$ cat src/rtl/hbsp_pkg.sv
// shared types and constants for the h-bridge soft pwm driver
package hbsp_pkg;

    // number of h-bridge motors driven by the block
    localparam int NUM_MOTORS = 2;
    // motors that appear in the fixed-width result fields
    localparam int OUT_MOTORS = (NUM_MOTORS < 2) ? NUM_MOTORS : 2;

    localparam int STEP_W = 6;
    localparam int DUTY_W = 6;
    localparam int CFG_IDX_W = 2;

    // reset values of the configuration registers
    localparam logic [STEP_W-1:0] PERIOD_RST = STEP_W'(20);
    localparam logic [DUTY_W-1:0] OPEN_DUTY_RST = DUTY_W'(3);
    localparam logic [DUTY_W-1:0] CLOSE_DUTY_RST = DUTY_W'(2);

    typedef enum logic [1:0] {
        ACT_OPEN    = 2'd0,
        ACT_CLOSE   = 2'd1,
        ACT_BRAKE   = 2'd2,
        ACT_RELEASE = 2'd3
    } t_action;

    typedef enum logic [CFG_IDX_W-1:0] {
        CFG_PWM_PERIOD = 2'd0,
        CFG_OPEN_DUTY  = 2'd1,
        CFG_CLOSE_DUTY = 2'd2
    } t_cfg_idx;

    // per-motor update control from the top level
    typedef struct packed {
        logic              tick;
        logic [STEP_W-1:0] step_next;
        logic              set;
        t_action           action;
        logic [DUTY_W-1:0] open_duty;
        logic [DUTY_W-1:0] close_duty;
    } t_motor_ctl;

    // visible state of one motor
    typedef struct packed {
        t_action action;
        logic    open_pin;
        logic    close_pin;
    } t_motor_state;

endpackage

$ cat src/rtl/hbsp_step.sv
// shared pwm step counter, advanced by tick items
module hbsp_step (
    input  logic                         i_clk,
    input  logic                         i_rst_n,
    input  logic                         i_tick,
    input  logic [hbsp_pkg::STEP_W-1:0]  i_period,
    output logic [hbsp_pkg::STEP_W-1:0]  o_step_next
);
    import hbsp_pkg::*;

    logic [STEP_W-1:0] r_step;
    logic [STEP_W:0]   w_inc;

    // increment and wrap at the period (a period of zero keeps the count at zero)
    always_comb begin
        w_inc = {1'b0, r_step} + (STEP_W+1)'(1);
        if (w_inc >= {1'b0, i_period}) begin
            o_step_next = '0;
        end else begin
            o_step_next = w_inc[STEP_W-1:0];
        end
    end

    always_ff @(posedge i_clk) begin
        if (!i_rst_n) begin
            r_step <= '0;
        end else if (i_tick) begin
            r_step <= o_step_next;
        end
    end

`ifndef NO_ASSERTIONS
    // a tick either wraps to zero or moves the count up by one
    a_step_move: assert property (@(posedge i_clk) disable iff (!i_rst_n)
        i_tick |=> (r_step == '0 || r_step == STEP_W'($past(r_step) + STEP_W'(1))))
        else $error("step counter moved by more than one");
    // the counter only moves on a tick
    a_step_hold: assert property (@(posedge i_clk) disable iff (!i_rst_n)
        !i_tick |=> $stable(r_step))
        else $error("step counter moved without a tick");
`endif

endmodule

$ cat src/rtl/hbsp_motor.sv
// action, duty and pin levels of one h-bridge motor
module hbsp_motor (
    input  logic                    i_clk,
    input  logic                    i_rst_n,
    input  hbsp_pkg::t_motor_ctl    i_ctl,
    output hbsp_pkg::t_motor_state  o_nxt
);
    import hbsp_pkg::*;

    t_action           r_action;
    logic [DUTY_W-1:0] r_duty;
    logic              r_open;
    logic              r_close;

    t_action           n_action;
    logic [DUTY_W-1:0] n_duty;
    logic              n_open;
    logic              n_close;

    // next motor state for a command or a tick
    always_comb begin
        n_action = r_action;
        n_duty   = r_duty;
        n_open   = r_open;
        n_close  = r_close;
        if (i_ctl.set) begin
            n_action = i_ctl.action;
            unique case (i_ctl.action)
                ACT_OPEN: begin
                    n_duty  = i_ctl.open_duty;
                    n_open  = 1'b0;
                    n_close = 1'b0;
                end
                ACT_CLOSE: begin
                    n_duty  = i_ctl.close_duty;
                    n_open  = 1'b0;
                    n_close = 1'b0;
                end
                ACT_BRAKE: begin
                    n_duty  = '0;
                    n_open  = 1'b1;
                    n_close = 1'b1;
                end
                default: begin
                    n_duty  = '0;
                    n_open  = 1'b0;
                    n_close = 1'b0;
                end
            endcase
        end else if (i_ctl.tick) begin
            // active pin: set at step zero for nonzero duty, clear when step meets duty
            if (r_action == ACT_OPEN) begin
                if (i_ctl.step_next == '0) begin
                    if (r_duty != '0) n_open = 1'b1;
                end else if (r_duty == i_ctl.step_next) begin
                    n_open = 1'b0;
                end
            end else if (r_action == ACT_CLOSE) begin
                if (i_ctl.step_next == '0) begin
                    if (r_duty != '0) n_close = 1'b1;
                end else if (r_duty == i_ctl.step_next) begin
                    n_close = 1'b0;
                end
            end
        end
    end

    always_ff @(posedge i_clk) begin
        if (!i_rst_n) begin
            r_action <= ACT_RELEASE;
            r_duty   <= '0;
            r_open   <= 1'b0;
            r_close  <= 1'b0;
        end else begin
            r_action <= n_action;
            r_duty   <= n_duty;
            r_open   <= n_open;
            r_close  <= n_close;
        end
    end

    assign o_nxt.action    = n_action;
    assign o_nxt.open_pin  = n_open;
    assign o_nxt.close_pin = n_close;

`ifndef NO_ASSERTIONS
    // braking drives both pins high
    a_brake_pins: assert property (@(posedge i_clk) disable iff (!i_rst_n)
        r_action == ACT_BRAKE |-> (r_open && r_close))
        else $error("brake without both pins high");
    // a released motor keeps both pins low and zero duty
    a_release_pins: assert property (@(posedge i_clk) disable iff (!i_rst_n)
        r_action == ACT_RELEASE |-> (!r_open && !r_close && r_duty == '0))
        else $error("released motor has a pin or duty set");
    // an opening motor never drives its close pin
    a_open_side: assert property (@(posedge i_clk) disable iff (!i_rst_n)
        r_action == ACT_OPEN |-> !r_close)
        else $error("opening motor drives close pin");
`endif

endmodule

$ cat src/rtl/hbridge_soft_pwm_driver.sv
// top level of the h-bridge soft pwm driver
//
// Usage: items arrive on the s_axis channel. s_axis_tuser is the kind:
// 0 sets the action of the motor in tdata[0] to tdata[2:1] (open, close,
// brake, release), 1 is a pwm tick that advances the shared step counter.
// Every item gives exactly one result on m_axis: the open pins, close pins
// and the actions of all motors after the item.
// An accepted item sits in the input register, and the edge that moves it on
// both updates the motor state and loads the result register, which drives
// m_axis_tvalid. Throughput is one item per clock; the input register and the
// result register are both full-rate, so s_axis_tready stays high while
// m_axis_tready is high or the result register is empty.
// When the receiver stalls, the result holds and one more item waits in the
// input register, after which s_axis_tready drops.
// Configuration registers (period, open duty, close duty) are written on the
// cfg channel, which is always ready; write them only while the block is idle.
// Synchronous active-low reset returns all motors to release with pins low,
// the step counter to zero and registers to period 20, duties 3 and 2.
module hbridge_soft_pwm_driver (
    input  logic                            i_clk,
    input  logic                            i_rst_n,
    // input item
    input  logic                            s_axis_tvalid,
    output logic                            s_axis_tready,
    input  logic [7:0]                      s_axis_tdata,  // motor_sel[0], action[2:1], zero
    input  logic                            s_axis_tuser,  // cmd[0]
    // result item
    output logic                            m_axis_tvalid,
    input  logic                            m_axis_tready,
    output logic [7:0]                      m_axis_tdata,  // open_pins[1:0], close_pins[3:2],
                                                           // actions_now[7:4]
    // configuration writes
    input  logic                            i_cfg_valid,
    output logic                            o_cfg_ready,
    input  logic [hbsp_pkg::CFG_IDX_W-1:0]  i_cfg_index,
    input  logic [hbsp_pkg::DUTY_W-1:0]     i_cfg_data
);
    import hbsp_pkg::*;

    // configuration registers
    logic [STEP_W-1:0] r_period;
    logic [DUTY_W-1:0] r_open_duty;
    logic [DUTY_W-1:0] r_close_duty;

    // input register
    logic    r_in_valid;
    logic    r_in_cmd;
    logic    r_in_sel;
    t_action r_in_action;

    // result register
    logic       r_out_valid;
    logic [7:0] r_out_data;

    logic              w_advance;
    logic              w_tick;
    logic [STEP_W-1:0] w_step_next;
    t_motor_ctl        w_ctl [NUM_MOTORS];
    t_motor_state      w_nxt [NUM_MOTORS];
    logic [7:0]        w_result;

    assign o_cfg_ready = 1'b1;

    // configuration register writes, unknown indexes are dropped
    always_ff @(posedge i_clk) begin
        if (!i_rst_n) begin
            r_period     <= PERIOD_RST;
            r_open_duty  <= OPEN_DUTY_RST;
            r_close_duty <= CLOSE_DUTY_RST;
        end else if (i_cfg_valid) begin
            unique case (i_cfg_index)
                CFG_PWM_PERIOD: r_period     <= i_cfg_data;
                CFG_OPEN_DUTY:  r_open_duty  <= i_cfg_data;
                CFG_CLOSE_DUTY: r_close_duty <= i_cfg_data;
                default: ;
            endcase
        end
    end

    // item moves from input register to result register
    assign w_advance     = r_in_valid && (!r_out_valid || m_axis_tready);
    assign s_axis_tready = !r_in_valid || w_advance;
    assign w_tick        = w_advance && r_in_cmd;

    always_ff @(posedge i_clk) begin
        if (!i_rst_n) begin
            r_in_valid <= 1'b0;
        end else if (s_axis_tready) begin
            r_in_valid <= s_axis_tvalid;
        end
    end

    always_ff @(posedge i_clk) begin
        if (s_axis_tready && s_axis_tvalid) begin
            r_in_cmd    <= s_axis_tuser;
            r_in_sel    <= s_axis_tdata[0];
            r_in_action <= t_action'(s_axis_tdata[2:1]);
        end
    end

    hbsp_step u_step (
        .i_clk       (i_clk),
        .i_rst_n     (i_rst_n),
        .i_tick      (w_tick),
        .i_period    (r_period),
        .o_step_next (w_step_next)
    );

    // one motor channel each
    for (genvar g = 0; g < NUM_MOTORS; g++) begin : g_motor
        assign w_ctl[g].tick       = w_tick;
        assign w_ctl[g].step_next  = w_step_next;
        assign w_ctl[g].set        = w_advance && !r_in_cmd && (int'(r_in_sel) == g);
        assign w_ctl[g].action     = r_in_action;
        assign w_ctl[g].open_duty  = r_open_duty;
        assign w_ctl[g].close_duty = r_close_duty;

        hbsp_motor u_motor (
            .i_clk   (i_clk),
            .i_rst_n (i_rst_n),
            .i_ctl   (w_ctl[g]),
            .o_nxt   (w_nxt[g])
        );
    end

    // pack the result, motors beyond the field widths are dropped
    always_comb begin
        w_result = '0;
        for (int m = 0; m < OUT_MOTORS; m++) begin
            w_result[m]         = w_nxt[m].open_pin;
            w_result[2 + m]     = w_nxt[m].close_pin;
            w_result[4 + 2*m +: 2] = w_nxt[m].action;
        end
    end

    always_ff @(posedge i_clk) begin
        if (!i_rst_n) begin
            r_out_valid <= 1'b0;
        end else if (w_advance) begin
            r_out_valid <= 1'b1;
        end else if (m_axis_tready) begin
            r_out_valid <= 1'b0;
        end
    end

    always_ff @(posedge i_clk) begin
        if (w_advance) begin
            r_out_data <= w_result;
        end
    end

    assign m_axis_tvalid = r_out_valid;
    assign m_axis_tdata  = r_out_data;

`ifndef NO_ASSERTIONS
    // a held item always lands in the result register on the next cycle
    a_advance_out: assert property (@(posedge i_clk) disable iff (!i_rst_n)
        w_advance |=> m_axis_tvalid)
        else $error("advanced item did not reach the result register");
    // the input register only blocks while a result is stalled
    a_ready_stall: assert property (@(posedge i_clk) disable iff (!i_rst_n)
        !s_axis_tready |-> (r_in_valid && r_out_valid && !m_axis_tready))
        else $error("input stalled without a stalled result");
    // a braking action shown for motor 0 always comes with both its pins high
    a_out_brake: assert property (@(posedge i_clk) disable iff (!i_rst_n)
        (m_axis_tvalid && m_axis_tdata[5:4] == ACT_BRAKE)
            |-> (m_axis_tdata[0] && m_axis_tdata[2]))
        else $error("result shows brake without both pins high");
`endif

endmodule

$ cat config.mk
export PLATFORM = sky130hd
export DESIGN_NAME = hbridge_soft_pwm_driver
export DESIGN_NICKNAME = d
export VERILOG_FILES = /design/src/rtl/hbsp_pkg.sv /design/src/rtl/hbsp_step.sv /design/src/rtl/hbsp_motor.sv /design/src/rtl/hbridge_soft_pwm_driver.sv
export SDC_FILE = /design/constraint.sdc
export NUM_CORES = 1
export LEC_CHECK = 0
export BUFFER_PORTS_ARGS = -buffer_cell sky130_fd_sc_hd__buf_2
export CAP_MARGIN = 15
export CORE_AREA = 8 8 104 106
export DETAILED_ROUTE_END_ITERATION = 12
export DIE_AREA = 0 0 112 114
export GPL_TIMING_DRIVEN = 0
export HOLD_SLACK_MARGIN = 0.02
export PLACE_DENSITY = 0.5
export SYNTH_ARGS = -nofsm -noshare
export SYNTH_HDL_FRONTEND = slang
export SYNTH_SLANG_ARGS = --single-unit
$ cat constraint.sdc
create_clock -name i_clk -period 3.5 [get_ports i_clk]
set_input_delay 0.35 -clock i_clk [delete_from_list [all_inputs] [get_ports i_clk]]
set_output_delay 0.35 -clock i_clk [all_outputs]
set_load 0.01 [all_outputs]
---- Word level (Yosys, flattened, before mapping) ----
Index checks and enable logic that the tools add are counted.
operators by class
  add/subtract/negate cells ............... 1
  $lt $le $gt $ge ......................... 1
  equality and inequality tests ........... 8
  multiplexer cells ....................... 33
  bitwise logic cells ..................... 1
  reductions and logical operators ........ 22
operators with widths
  cell                                           number
  two-way mux 1 bit                              29
  == test 6 bit                                  2
  one-hot mux 6 bit (2 select lines)             1
  nonzero test 6 bit                             2
  == test 2 x 1 -> 1 bit, second input constant  4
  zero test 2 bit                                4
  adder 6 x 1 -> 7 bit, second input constant    1
  >= comparator 7 x 6 -> 1 bit                   1
  logical AND 1 bit                              6
  zero test 6 bit                                1
  two-way mux 6 bit                              1
  AND reduction 2 bit                            3
  == test 2 bit, second input constant           2
  two-way mux 2 bit                              2
  zero test 1 bit                                3
  logical OR 1 bit                               2
  nonzero test 2 bit                             1
  NOT 1 bit                                      1
word-level totals
  register bits after elaboration ......... 58
  input bits .............................. 22
  output and inout bits ................... 11
  word-level logic and storage cells ...... 84

---- Longest topological paths before layout ----
Gate-level depths: netlist (run 1).
  word-level depth ........................ 10
  mapped depth ............................ 11
  gate-level depth less buffers ........... 10

---- Hierarchy ----
A second synthesis (run 1) with hierarchy kept.
second synthesis, totals
  cell total of the unflattened synthesis .. 303
  area, all modules ....................... 3000.4 um2
by module, submodules not included
  module                   times used  cells each  area each (um2)  seq. area each (um2)
  hbsp_motor               2           73          620.6            200.2
  hbridge_soft_pwm_driver  1           98          1217.4           760.7
  hbsp_step                1           59          541.8            120.1

---- Worst setup path after synthesis (run 1) ----
No wires, ideal clock.
  path type ............................... flip-flop to flip-flop
  from .................................... reg u_step.r_step[1]
  to ...................................... reg r_out_data[0] (netlist: m_axis_tdata[0]), data pin
  library setup time ...................... 0.269 ns
  data arrival time ....................... 2.476 ns
  required time ........................... 3.231 ns
  path slack .............................. 0.755 ns
  stages on the path, launching flop included .. 11
  buffers on the path ..................... 1
  period minus slack after synthesis ...... 2.745 ns
  cells stage by stage .................... dfxtp_1 > ha_1 > nand3_1 > xnor2_2 > ha_1 > and3_1 > a211oi_4 > buf_6 > nand2_4 > a221oi_1 > a21oi_1
on the way
  word-level cells in the longest chain between the ends .. 9
  elaborated cells on any way between the ends .. 10
  classes of those cells .................. 1 x add/sub; 1 x order compare; 1 x eq/ne; 6 x mux; 1 x reduce/logical
ends and longest elaborated chain
  element                        RTL line                        RTL
  start: declaration             hbsp_step.sv:11                 logic [STEP_W-1:0] r_step;
  start signal: assignment       hbsp_step.sv:28                 r_step <= o_step_next;
  adder 6 x 1 -> 7 bit *         hbsp_step.sv:16                 w_inc = {1'b0, r_step} + (STEP_W+1)'(1);
  >= comparator 7 x 6 -> 1 bit   hbsp_step.sv:17                 if (w_inc >= {1'b0, i_period}) begin
  two-way mux 6 bit *            hbsp_step.sv:17
  == test 6 bit                  hbsp_motor.sv:55                end else if (r_duty == i_ctl.step_next) begin
  two-way mux 1 bit              hbsp_motor.sv:55
  two-way mux 1 bit *            hbsp_motor.sv:53                if (i_ctl.step_next == '0) begin
  two-way mux 1 bit *            hbsp_motor.sv:52                if (r_action == ACT_OPEN) begin
  two-way mux 1 bit *            hbsp_motor.sv:50                end else if (i_ctl.tick) begin
  two-way mux 1 bit *            hbsp_motor.sv:26                if (i_ctl.set) begin
  via g_motor[0].u_motor.n_open  hbsp_motor.sv:17                logic n_open;
  end signal: assignment         hbridge_soft_pwm_driver.sv:148  r_out_data <= w_result;
  end: declaration               hbridge_soft_pwm_driver.sv:53   logic [7:0] r_out_data;
Mark *: on every way through the listed nets, which the timed path passes. The rest lies on a longest branch.
A chain may end at the register's enable or synchronous reset.

---- Worst setup path in the final report (run 1) ----
Same ends and word-level chain as after synthesis.

==> results of run 1 <==
## routing by layer
metal | global-route usage | vias up
met5 | 0 | -
met2 | 0.1882 | 29
met4 | 0.06115 | 0
met3 | 0.02219 | 9
met1 | 0.1475 | 1036
li1 | - | 1159
## registers in the layout, summed over array words and instances (netlist names)
signal                    flops
g_motor.u_motor.r_open        2
m_axis_tdata                  8
r_in_cmd                      1
m_axis_tvalid                 1
r_period                      6
g_motor.u_motor.r_close       2
r_in_sel                      1
r_in_action                   2
r_open_duty                   6
u_step.r_step                 6
g_motor.u_motor.r_action      4
r_in_valid                    1
r_close_duty                  6
g_motor.u_motor.r_duty       12
## path summary, 6_finish.rpt
| kind | startpoint | endpoint | slack, ns |
|---|---|---|---|
| max | u_step.r_step[1] | m_axis_tdata[0] | 0.18 |
| min | s_axis_tdata[1] | r_in_action[0] | 0.18 |
| max reg2reg | u_step.r_step[1] | m_axis_tdata[0] | 0.18 |
| min reg2reg | r_open_duty[1] | r_open_duty[1] | 0.48 |
## kinds of logic (layout without fill, tap and decap cells)
kind of cell,count (synthesis),in the layout,share of synthesized area
muxes,34,34,0.1171
DFF,58,58,0.4361
AOI/OAI and AO/OA,46,46,0.1095
buffers and inverters,27,69,0.04472
adders and majority gates,7,7,0.02981
other,1,1,0.001276
and+or+nand+nor,121,121,0.2049
xor gates and xnor gates,15,15,0.05664
## cells in the final DEF, fill, tap and decap left out, types with 3 or more instances in the layout
master	count
sky130_fd_sc_hd__buf_2	29
sky130_fd_sc_hd__a311oi_1	3
sky130_fd_sc_hd__clkbuf_8	11
sky130_fd_sc_hd__nor2_1	48
sky130_fd_sc_hd__xnor2_1	6
sky130_fd_sc_hd__inv_1	10
sky130_fd_sc_hd__or3_1	3
sky130_fd_sc_hd__nor2b_1	6
sky130_fd_sc_hd__buf_6	3
sky130_fd_sc_hd__o21ai_0	8
sky130_fd_sc_hd__nand2b_1	4
sky130_fd_sc_hd__a221oi_1	4
sky130_fd_sc_hd__and2_1	3
sky130_fd_sc_hd__ha_1	6
sky130_fd_sc_hd__dfxtp_1	46
sky130_fd_sc_hd__nand3b_1	3
sky130_fd_sc_hd__and3_1	3
sky130_fd_sc_hd__clkbuf_1	10
sky130_fd_sc_hd__nor3b_1	5
sky130_fd_sc_hd__mux2_2	3
sky130_fd_sc_hd__nand3_1	7
sky130_fd_sc_hd__nand2_1	19
sky130_fd_sc_hd__mux2i_1	31
sky130_fd_sc_hd__a21oi_1	16
sky130_fd_sc_hd__or2_2	6
sky130_fd_sc_hd__edfxtp_1	12
sky130_fd_sc_hd__nor3_1	5
sky130_fd_sc_hd__xor2_1	5
sky130_fd_sc_hd__o211ai_1	3
## final cells by class
type | instances | area [um2] | share of cell area
multi-input cells | 224 | 1536 | 0.4493
repair buffers | 26 | 130.1 | 0.03805
clock buffers | 13 | 180.2 | 0.05269
well taps | 111 | 138.9 | 0.04061
inverters | 11 | 41.29 | 0.01207
clock inverters | 3 | 21.27 | 0.006220
plain buffers | 16 | 90.09 | 0.02634
flip-flops and latches | 58 | 1281 | 0.3747
## power by group through the flow
stage	registers [mW]	clock network, mW	logic (mW)
2_1_floorplan	0.727	0	0.0749
3_3_place_gp	0.727	0	0.116
3_5_place_dp	0.728	0	0.117
4_1_cts	0.713	0.627	0.118
5_1_grt	0.715	0.663	0.130
6_report	0.713	0.615	0.116
## per-stage QoR
stage | instances | TNS [ns] | setup WS, ns | instance area [um2]
finish | 462 | 0 | 0.1829 | 3420
global route | 462 | 0 | 0.03114 | 3420
CTS | 462 | 0 | 0.03092 | 3410
detailed placement | 446 | -0.09557 | -0.06431 | 3207
global placement | 446 | -0.007054 | -0.007054 | 3207
floorplan | 309 | 0 | 0.7555 | 2938
## synth_stat cells (2+ instances only)
master | n | area [um2]
sky130_fd_sc_hd__a221oi_1 | 4 | 35.03
sky130_fd_sc_hd__buf_6 | 3 | 33.78
sky130_fd_sc_hd__nand3_1 | 7 | 35.03
sky130_fd_sc_hd__or2_2 | 6 | 37.54
sky130_fd_sc_hd__nand4_1 | 2 | 12.51
sky130_fd_sc_hd__nor4_1 | 2 | 12.51
sky130_fd_sc_hd__dfxtp_1 | 46 | 920.9
sky130_fd_sc_hd__nand2_1 | 19 | 71.32
sky130_fd_sc_hd__edfxtp_1 | 12 | 360.4
sky130_fd_sc_hd__buf_2 | 3 | 15.01
sky130_fd_sc_hd__mux2_2 | 3 | 33.78
sky130_fd_sc_hd__or3_1 | 3 | 18.77
sky130_fd_sc_hd__a21oi_1 | 16 | 80.08
sky130_fd_sc_hd__o211ai_1 | 3 | 22.52
sky130_fd_sc_hd__xor2_1 | 6 | 52.55
sky130_fd_sc_hd__clkbuf_1 | 9 | 33.78
sky130_fd_sc_hd__inv_1 | 10 | 37.54
sky130_fd_sc_hd__a311oi_1 | 3 | 26.28
sky130_fd_sc_hd__nor4b_1 | 2 | 17.52
sky130_fd_sc_hd__nand2b_1 | 4 | 25.02
sky130_fd_sc_hd__nor3_1 | 5 | 25.02
sky130_fd_sc_hd__xnor2_1 | 6 | 52.55
sky130_fd_sc_hd__o31ai_1 | 2 | 15.01
sky130_fd_sc_hd__xnor3_1 | 2 | 45.04
sky130_fd_sc_hd__and2_1 | 3 | 18.77
sky130_fd_sc_hd__nor3b_1 | 5 | 37.54
sky130_fd_sc_hd__o21ai_0 | 8 | 40.04
sky130_fd_sc_hd__nor2_1 | 48 | 180.2
sky130_fd_sc_hd__nand3b_1 | 3 | 22.52
sky130_fd_sc_hd__o311ai_0 | 2 | 17.52
sky130_fd_sc_hd__ha_1 | 7 | 87.58
sky130_fd_sc_hd__and3_1 | 3 | 18.77
sky130_fd_sc_hd__mux2i_1 | 31 | 310.3
sky130_fd_sc_hd__nor2b_1 | 6 | 37.54
## repair_timing
item,4_1_cts,5_1_grt
endpoints found under the setup margin,2,2
resized for setup,1,2
pin swaps,0,0
cloned,0,0
hold buffers,0,0
endpoints found under the hold margin,0,0
## worst max-delay path, stage by stage (launching register included)
cell and delay (ns):
sky130_fd_sc_hd__dfxtp_1 0.43, sky130_fd_sc_hd__ha_2 0.32, sky130_fd_sc_hd__nand3_1 0.18, sky130_fd_sc_hd__xnor2_2 0.33, sky130_fd_sc_hd__ha_1 0.31, sky130_fd_sc_hd__and3_1 0.21, sky130_fd_sc_hd__a2111oi_1 0.54, sky130_fd_sc_hd__o21ai_0 0.22
sky130_fd_sc_hd__a221oi_1 0.38, sky130_fd_sc_hd__a21oi_1 0.12
==> out/qor.json, run 1 <==
{
  "outcome": {"value": "complete, no violations"},
  "maxSlewViolCount": {"value": 0},
  "ctsRootBufferMaster": {"value": "sky130_fd_sc_hd__clkbuf_8"},
  "vias": {"value": 2233},
  "number_of_enable_flip_flop_cells_after_synthesis": {"value": 12},
  "total_switching_power": {"value": 356.1, "unit": "uW"},
  "drive_gt1_frac": {"value": 0.1852},
  "via_per_inst": {"value": 4.833},
  "r2r.worst_path.cells": {"value": 9},
  "max_freq": {"value": 301.5, "unit": "MHz"},
  "pwr-share-comb": {"value": 0.081},
  "ant_nets": {"value": 0},
  "mean_instance_size_in_the_synthesized_netlist": {"value": 9.508, "unit": "um2"},
  "fillers": {"value": 941},
  "timing.clock.skew": {"value": 0.009967, "unit": "ns"},
  "synth_seq_area_share": {"value": 0.4361},
  "netlist_area": {"value": 2938, "unit": "um2"},
  "period_minus_slack": {"value": 3.317, "unit": "ns"},
  "postCtsSetupBuffers": {"value": 0},
  "initial_utilization": {"value": 0.3225},
  "num-nets-final": {"value": 375},
  "largest_fanout_of_any_net_on_the_critical_path": {"value": 6},
  "vdd_ir_drop_max": {"value": 217.6, "unit": "uV"},
  "ys_async_sr_fraction": {"value": 0},
  "grt_first_pass_wirelength": {"value": 11.79, "unit": "mm"},
  "insertion_delay": {"value": 0.34, "unit": "ns"},
  "synth_nets": {"value": 338},
  "netSwitchingFraction": {"value": 0.2467},
  "setup_repair_after_global_routing_missed_its_margin": {"value": "no"},
  "finalCoreUtilization": {"value": 0.3754},
  "drt_drc_violations_left": {"value": 0},
  "timing_hold_violations_final": {"value": 0},
  "finalWirelength": {"value": 7.009, "unit": "mm"},
  "cts-buffers-inserted": {"value": 9},
  "route.met2.wl": {"value": 3.181, "unit": "mm"},
  "ys.flop_type": {"value": "sky130_fd_sc_hd__dfxtp_1"},
  "hpwlAfterDp": {"value": 5.257, "unit": "mm"},
  "final_min_period_over_clock_period": {"value": 0.9477},
  "tritoncts_num_sinks": {"value": 58},
  "hold_ws": {"value": 0.1828, "unit": "ns"},
  "setup-violations-final": {"value": 0},
  "holdPathStages": {"value": 1},
  "place.port_buffers": {"value": 26},
  "dr.pass1.iters": {"value": 4},
  "core.rowCount": {"value": 35},
  "die_w": {"value": 112, "unit": "um"},
  "timing.critical_path.required": {"value": 3.57, "unit": "ns"},
  "drv_cap": {"value": 0},
  "finalWeightedCongestion": {"value": 0.8043},
  "cts.reportedPaths.clkPinSlew": {"value": 0.07, "unit": "ns"},
  "max-clock-path-buffers": {"value": 2},
  "endpoint_kind": {"value": "flop"},
  "antenna_cells_inserted": {"value": 0},
  "die_area": {"value": 12770, "unit": "um2"},
  "number_of_flip_flops_and_latches_in_the_synthesized_netlist": {"value": 58},
  "wl_met1": {"value": 3.552, "unit": "mm"},
  "slew_headroom": {"value": 0.4456},
  "largest_net_degree_at_the_start_of_global_routing": {"value": 12},
  "met3_length": {"value": 140, "unit": "um"},
  "wl_per_cell": {"value": 15.17, "unit": "um"},
  "postSynthCellCount": {"value": 309},
  "synth_cell_types": {"value": 49},
  "max_used_layer": {"value": "met4"},
  "share_clk_of_total_power": {"value": 0.426},
  "wp_data_arrival": {"value": 3.38, "unit": "ns"},
  "internal_power": {"value": 1.088, "unit": "mW"},
  "global_route.overflow_total": {"value": 0},
  "number_of_antenna_violations_at_the_first_check_in_global_routing": {"value": 0},
  "total_leakage_power": {"value": 1.449, "unit": "nW"},
  "groute.usage.overall": {"value": 0.1174},
  "detailedRoute.firstIterationViolations": {"value": 117},
  "path_class": {"value": "reg2reg"},
  "syn2layout_area_growth": {"value": 16.40, "unit": "%"},
  "clock_tree_from_tritoncts": {"value": "built"},
  "number_of_global_route_vias_before_repair": {"value": 2322},
  "worstHoldPathType": {"value": "in2reg"},
  "critical_path_source_type": {"value": "flop"},
  "die-height": {"value": 114, "unit": "um"},
  "report.power.total": {"value": 1.444, "unit": "mW"},
  "worstMarginPinSlew": {"value": 0.8240, "unit": "ns"},
  "ys_warn_count": {"value": 0},
  "power.sequential.fraction": {"value": 0.494},
  "core-area": {"value": 9109, "unit": "um2"},
  "io_pins": {"value": 33},
  "powerDensity": {"value": 422.2, "unit": "nW/um2"},
  "clock_tree.htree_level_count": {"value": 3}
}
(Power assumes the default switching activity.)
==> inputs of run 2 (changes only) <==
ABC_AREA = 1   (was unset)
CORE_AREA = 8 8 101 103   (was 8 8 104 106)
DIE_AREA = 0 0 109 111   (was 0 0 112 114)
==> run 2 against run 1 <==
  * Sequential share of layout area rose by 2.4 points
  * Sequential power is 2% higher
  * Wire length is 4.8% lower
  * Worst setup slack improved by 0.13 ns
  * Cell count is 9.7% higher
  * Critical path type unchanged
  * Highest routed layer unchanged
==> out/qor.json, run 2 <==
{
  "outcome": {"value": "complete, no violations", "change": "unchanged"},
  "clock_tree_from_tritoncts": {"value": "built", "change": "unchanged"},
  "largest_fanout_of_any_net_on_the_critical_path": {"value": 10, "change": "was 6"},
  "number_of_antenna_violations_at_the_first_check_in_global_routing": {"value": 0, "change": "unchanged"},
  "finalWorstSetupSlack": {"value": 0.3102, "unit": "ns", "change": "was 0.1829 ns"},
  "mean_instance_size_in_the_synthesized_netlist": {"value": 7.671, "unit": "um2", "change": "was 9.508 um2"},
  "ys_warn_count": {"value": 0, "change": "unchanged"},
  "cts.reportedPaths.clkPinSlew": {"value": 0.07, "unit": "ns", "change": "about the same"},
  "setup-violations-final": {"value": 0, "change": "unchanged"},
  "clock_tree.htree_level_count": {"value": 3, "change": "unchanged"},
  "grt_first_pass_wirelength": {"value": 11.39, "unit": "mm", "change": "was 11.79 mm"},
  "die_w": {"value": 109, "unit": "um", "change": "was 112 um"},
  "number_of_enable_flip_flop_cells_after_synthesis": {"value": 12, "change": "unchanged"},
  "synth.top_cell.area_share": {"value": 0.3353, "change": "was 0.3135"},
  "postSynthCellCount": {"value": 358, "change": "was 309"},
  "yosys.cell_count.top_type": {"value": "sky130_fd_sc_hd__nand2_1", "change": "was sky130_fd_sc_hd__nor2_1"},
  "maxSlewViolCount": {"value": 0, "change": "unchanged"},
  "groute.usage.overall": {"value": 0.1194, "change": "was 0.1174"},
  "netlist_area": {"value": 2746, "unit": "um2", "change": "was 2938 um2"},
  "number_of_resized_instances_in_the_post_cts_repair_step": {"value": 0, "change": "was 1"},
  "holdPathStages": {"value": 1, "change": "unchanged"},
  "ys.flop_type": {"value": "sky130_fd_sc_hd__dfxtp_1", "change": "unchanged"},
  "r2r.worst_path.cells": {"value": 17, "change": "was 9"},
  "pwr-share-comb": {"value": 0.106, "change": "was 0.081"},
  "timing_hold_violations_final": {"value": 0, "change": "unchanged"},
  "core-area": {"value": 8551, "unit": "um2", "change": "was 9109 um2"},
  "totalNegativeSetupSlack": {"value": 0, "unit": "ns", "change": "unchanged"},
  "synth_seq_area_share": {"value": 0.4665, "change": "was 0.4361"},
  "wp_data_arrival": {"value": 3.27, "unit": "ns", "change": "was 3.38 ns"},
  "vias": {"value": 2387, "change": "was 2,233"},
  "most_frequent_standard_cell_in_the_layout_excluding_fill_and_tap_cells": {"value": "sky130_fd_sc_hd__nand2_1", "change": "was sky130_fd_sc_hd__nor2_1"},
  "num-nets-final": {"value": 423, "change": "was 375"},
  "final_min_period_over_clock_period": {"value": 0.9114, "change": "was 0.9477"},
  "critical_path_source_type": {"value": "flop", "change": "unchanged"},
  "synth_top_area_cells": {"value": "sky130_fd_sc_hd__dfxtp_1 34%, sky130_fd_sc_hd__edfxtp_1 13%, sky130_fd_sc_hd__nand2_1 9.4%, sky130_fd_sc_hd__o21ai_0 7.7%, sky130_fd_sc_hd__a21oi_1 6.4%", "change": "was sky130_fd_sc_hd__dfxtp_1 31%, sky130_fd_sc_hd__edfxtp_1 12%, sky130_fd_sc_hd__mux2i_1 11%, sky130_fd_sc_hd__nor2_1 6.1%, sky130_fd_sc_hd__ha_1 3.0%"},
  "fillers": {"value": 891, "change": "was 941"},
  "finalWirelength": {"value": 6.671, "unit": "mm", "change": "was 7.009 mm"},
  "finalCoreUtilization": {"value": 0.3759, "change": "was 0.3754"},
  "number_of_flip_flops_and_latches_in_the_synthesized_netlist": {"value": 58, "change": "unchanged"},
  "detailedRoute.firstIterationViolations": {"value": 117, "change": "unchanged"},
  "core.rowCount": {"value": 34, "change": "was 35"},
  "wl_per_cell": {"value": 13.16, "unit": "um", "change": "was 15.17 um"},
  "global_route.overflow_total": {"value": 0, "change": "unchanged"},
  "max-clock-path-buffers": {"value": 2, "change": "unchanged"},
  "powerDensity": {"value": 481.6, "unit": "nW/um2", "change": "was 422.2 nW/um2"},
  "ctsRootBufferMaster": {"value": "sky130_fd_sc_hd__clkbuf_8", "change": "unchanged"},
  "number_of_global_route_vias_before_repair": {"value": 2319, "change": "was 2,322"},
  "drive_gt1_frac": {"value": 0.1353, "change": "was 0.1852"},
  "dr.pass1.iters": {"value": 4, "change": "unchanged"},
  "timing.clock.skew": {"value": 0.007969, "unit": "ns", "change": "was 0.009967 ns"},
  "regMostFlops": {"value": "g_motor.u_motor.r_duty", "change": "unchanged"},
  "drt_drc_violations_left": {"value": 0, "change": "unchanged"},
  "ys_async_sr_fraction": {"value": 0, "change": "unchanged"},
  "antenna_cells_inserted": {"value": 0, "change": "unchanged"},
  "ant_nets": {"value": 0, "change": "unchanged"},
  "setup_repair_after_global_routing_missed_its_margin": {"value": "no", "change": "unchanged"},
  "worstMarginPinSlew": {"value": 0.7492, "unit": "ns", "change": "was 0.8240 ns"},
  "synth_nets": {"value": 387, "change": "was 338"},
  "endpoint_kind": {"value": "flop", "change": "unchanged"},
  "synth.cells.most_frequent": {"value": "69 x sky130_fd_sc_hd__nand2_1, 46 x sky130_fd_sc_hd__dfxtp_1, 46 x sky130_fd_sc_hd__inv_1, 42 x sky130_fd_sc_hd__o21ai_0, 35 x sky130_fd_sc_hd__a21oi_1", "change": "was 48 x sky130_fd_sc_hd__nor2_1, 46 x sky130_fd_sc_hd__dfxtp_1, 31 x sky130_fd_sc_hd__mux2i_1, 19 x sky130_fd_sc_hd__nand2_1, 16 x sky130_fd_sc_hd__a21oi_1"},
  "tritoncts_num_sinks": {"value": 58, "change": "unchanged"},
  "insertion_delay": {"value": 0.33, "unit": "ns", "change": "was 0.34 ns"},
  "worstHoldPathType": {"value": "in2reg", "change": "unchanged"},
  "vdd_ir_drop_max": {"value": 256.2, "unit": "uV", "change": "was 217.6 uV"},
  "initial_utilization": {"value": 0.3212, "change": "was 0.3225"},
  "drv_cap": {"value": 0, "change": "unchanged"},
  "largest_net_degree_at_the_start_of_global_routing": {"value": 11, "change": "was 12"},
  "via_per_inst": {"value": 4.708, "change": "was 4.833"},
  "path_class": {"value": "reg2reg", "change": "unchanged"},
  "synth_cell_types": {"value": 27, "change": "was 49"},
  "pre_cts_ws": {"value": 0.3400, "unit": "ns", "change": "was -0.06431 ns"},
  "die-height": {"value": 111, "unit": "um", "change": "was 114 um"},
  "max_freq": {"value": 313.5, "unit": "MHz", "change": "was 301.5 MHz"},
  "finalWeightedCongestion": {"value": 0.8151, "change": "was 0.8043"},
  "share_clk_of_total_power": {"value": 0.423, "change": "was 0.426"},
  "place.port_buffers": {"value": 25, "change": "was 26"},
  "slew_headroom": {"value": 0.4967, "change": "was 0.4456"},
  "die_area": {"value": 12100, "unit": "um2", "change": "was 12,770 um2"},
  "io_pins": {"value": 33, "change": "unchanged"},
  "hold_ws": {"value": 0.1929, "unit": "ns", "change": "was 0.1828 ns"},
  "timing.critical_path.required": {"value": 3.58, "unit": "ns", "change": "was 3.57 ns"},
  "most-common-layout-cells": {"value": "69 x sky130_fd_sc_hd__nand2_1, 46 x sky130_fd_sc_hd__inv_1, 46 x sky130_fd_sc_hd__dfxtp_1", "change": "was 48 x sky130_fd_sc_hd__nor2_1, 46 x sky130_fd_sc_hd__dfxtp_1, 31 x sky130_fd_sc_hd__mux2i_1"},
  "syn2layout_area_growth": {"value": 17.04, "unit": "%", "change": "was 16.40%"},
  "total_leakage_power": {"value": 1.397, "unit": "nW", "change": "was 1.449 nW"},
  "report.power.total": {"value": 1.548, "unit": "mW", "change": "was 1.444 mW"},
  "cts-buffers-inserted": {"value": 9, "change": "unchanged"},
  "internal_power": {"value": 1.160, "unit": "mW", "change": "was 1.088 mW"},
  "netlist.top_cell.by_area": {"value": "sky130_fd_sc_hd__dfxtp_1", "change": "unchanged"},
  "hpwlAfterDp": {"value": 5.082, "unit": "mm", "change": "was 5.257 mm"},
  "postCtsSetupBuffers": {"value": 0, "change": "unchanged"},
  "total_switching_power": {"value": 388.2, "unit": "uW", "change": "was 356.1 uW"},
  "number_of_flip_flops_in_the_largest_register": {"value": 12, "change": "unchanged"},
  "period_minus_slack": {"value": 3.190, "unit": "ns", "change": "was 3.317 ns"},
  "netSwitchingFraction": {"value": 0.2508, "change": "was 0.2467"},
  "power.sequential.fraction": {"value": 0.471, "change": "was 0.494"},
  "post_cts_hold_fix_bufs": {"value": 0, "change": "unchanged"}
}
-- run 2: through the flow --
stage	instance area [um2]	std cells
6_report	3214	507
5_1_grt	3214	507
4_1_cts	3214	507
3_5_place_dp	3007	491
3_3_place_gp	3007	491
2_1_floorplan	2746	358
-- run 2: layout make-up --
type,count,area (um2),share of cell area
flip-flops and latches,58,1281,0.3986
multi-input cells,240,1224,0.3807
inverters,49,183.9,0.05722
well taps,108,135.1,0.04204
repair buffers,25,125.1,0.03893
clock buffers,9,123.9,0.03854
clock inverters,7,83.83,0.02608
plain buffers,11,57.56,0.01791
-- run 2: power groups by stage --
| stage | Combinational [mW] | Clock (mW) | Sequential (mW) |
|---|---|---|---|
| 2_1_floorplan | 0.112 | 0 | 0.742 |
| 3_3_place_gp | 0.164 | 0 | 0.743 |
| 3_5_place_dp | 0.166 | 0 | 0.743 |
| 4_1_cts | 0.167 | 0.672 | 0.728 |
| 5_1_grt | 0.192 | 0.701 | 0.732 |
| 6_report | 0.165 | 0.655 | 0.729 |
-- run 2: final timing paths --
kind / endpoint / slack [ns] / start
worst min register to register: r_close_duty[2] / 0.45 / r_close_duty[2]
worst max-delay path: m_axis_tdata[0] / 0.31 / u_step.r_step[0]
worst min-delay path: r_in_cmd / 0.19 / s_axis_tuser
worst max register to register: m_axis_tdata[0] / 0.31 / u_step.r_step[0]
-- run 2: routing by layer --
layer / track usage / share of wire
met5: 0 / 0
met3: 0.02093 / 0.030
met1: 0.1485 / 0.48
met4: 0.06484 / 0.024
met2: 0.1890 / 0.47
-- run 2: critical path, cell delays in order, from the launching register on --
cell                      delay (ns)
sky130_fd_sc_hd__dfxtp_1        0.45
sky130_fd_sc_hd__ha_1           0.25
sky130_fd_sc_hd__nand3_2        0.11
sky130_fd_sc_hd__xor2_1         0.43
sky130_fd_sc_hd__ha_1           0.34
sky130_fd_sc_hd__nand3_1        0.09
sky130_fd_sc_hd__nand2_1        0.06
sky130_fd_sc_hd__nor2_2         0.26
sky130_fd_sc_hd__buf_4          0.24
sky130_fd_sc_hd__nand4_1        0.10
sky130_fd_sc_hd__nand2_1        0.08
sky130_fd_sc_hd__nand2_1        0.06
sky130_fd_sc_hd__nor2_2         0.13
sky130_fd_sc_hd__nand3_1        0.09
sky130_fd_sc_hd__nand2_1        0.07
sky130_fd_sc_hd__nand2_1        0.05
sky130_fd_sc_hd__nand2_1        0.07
sky130_fd_sc_hd__nand2_1        0.05
-- run 2: logic make-up (layout without fill, tap and decap cells) --
group / count (synthesis) / count (layout) / synth area share
xor gates and xnor gates: 5 / 5 / 0.01594
adders and majority gates: 7 / 7 / 0.03189
buffers and inverters: 60 / 101 / 0.08793
DFF: 58 / 58 / 0.4665
AOI/OAI and AO/OA: 79 / 79 / 0.1458
and+or+nand+nor: 148 / 148 / 0.2506
other: 1 / 1 / 0.001365
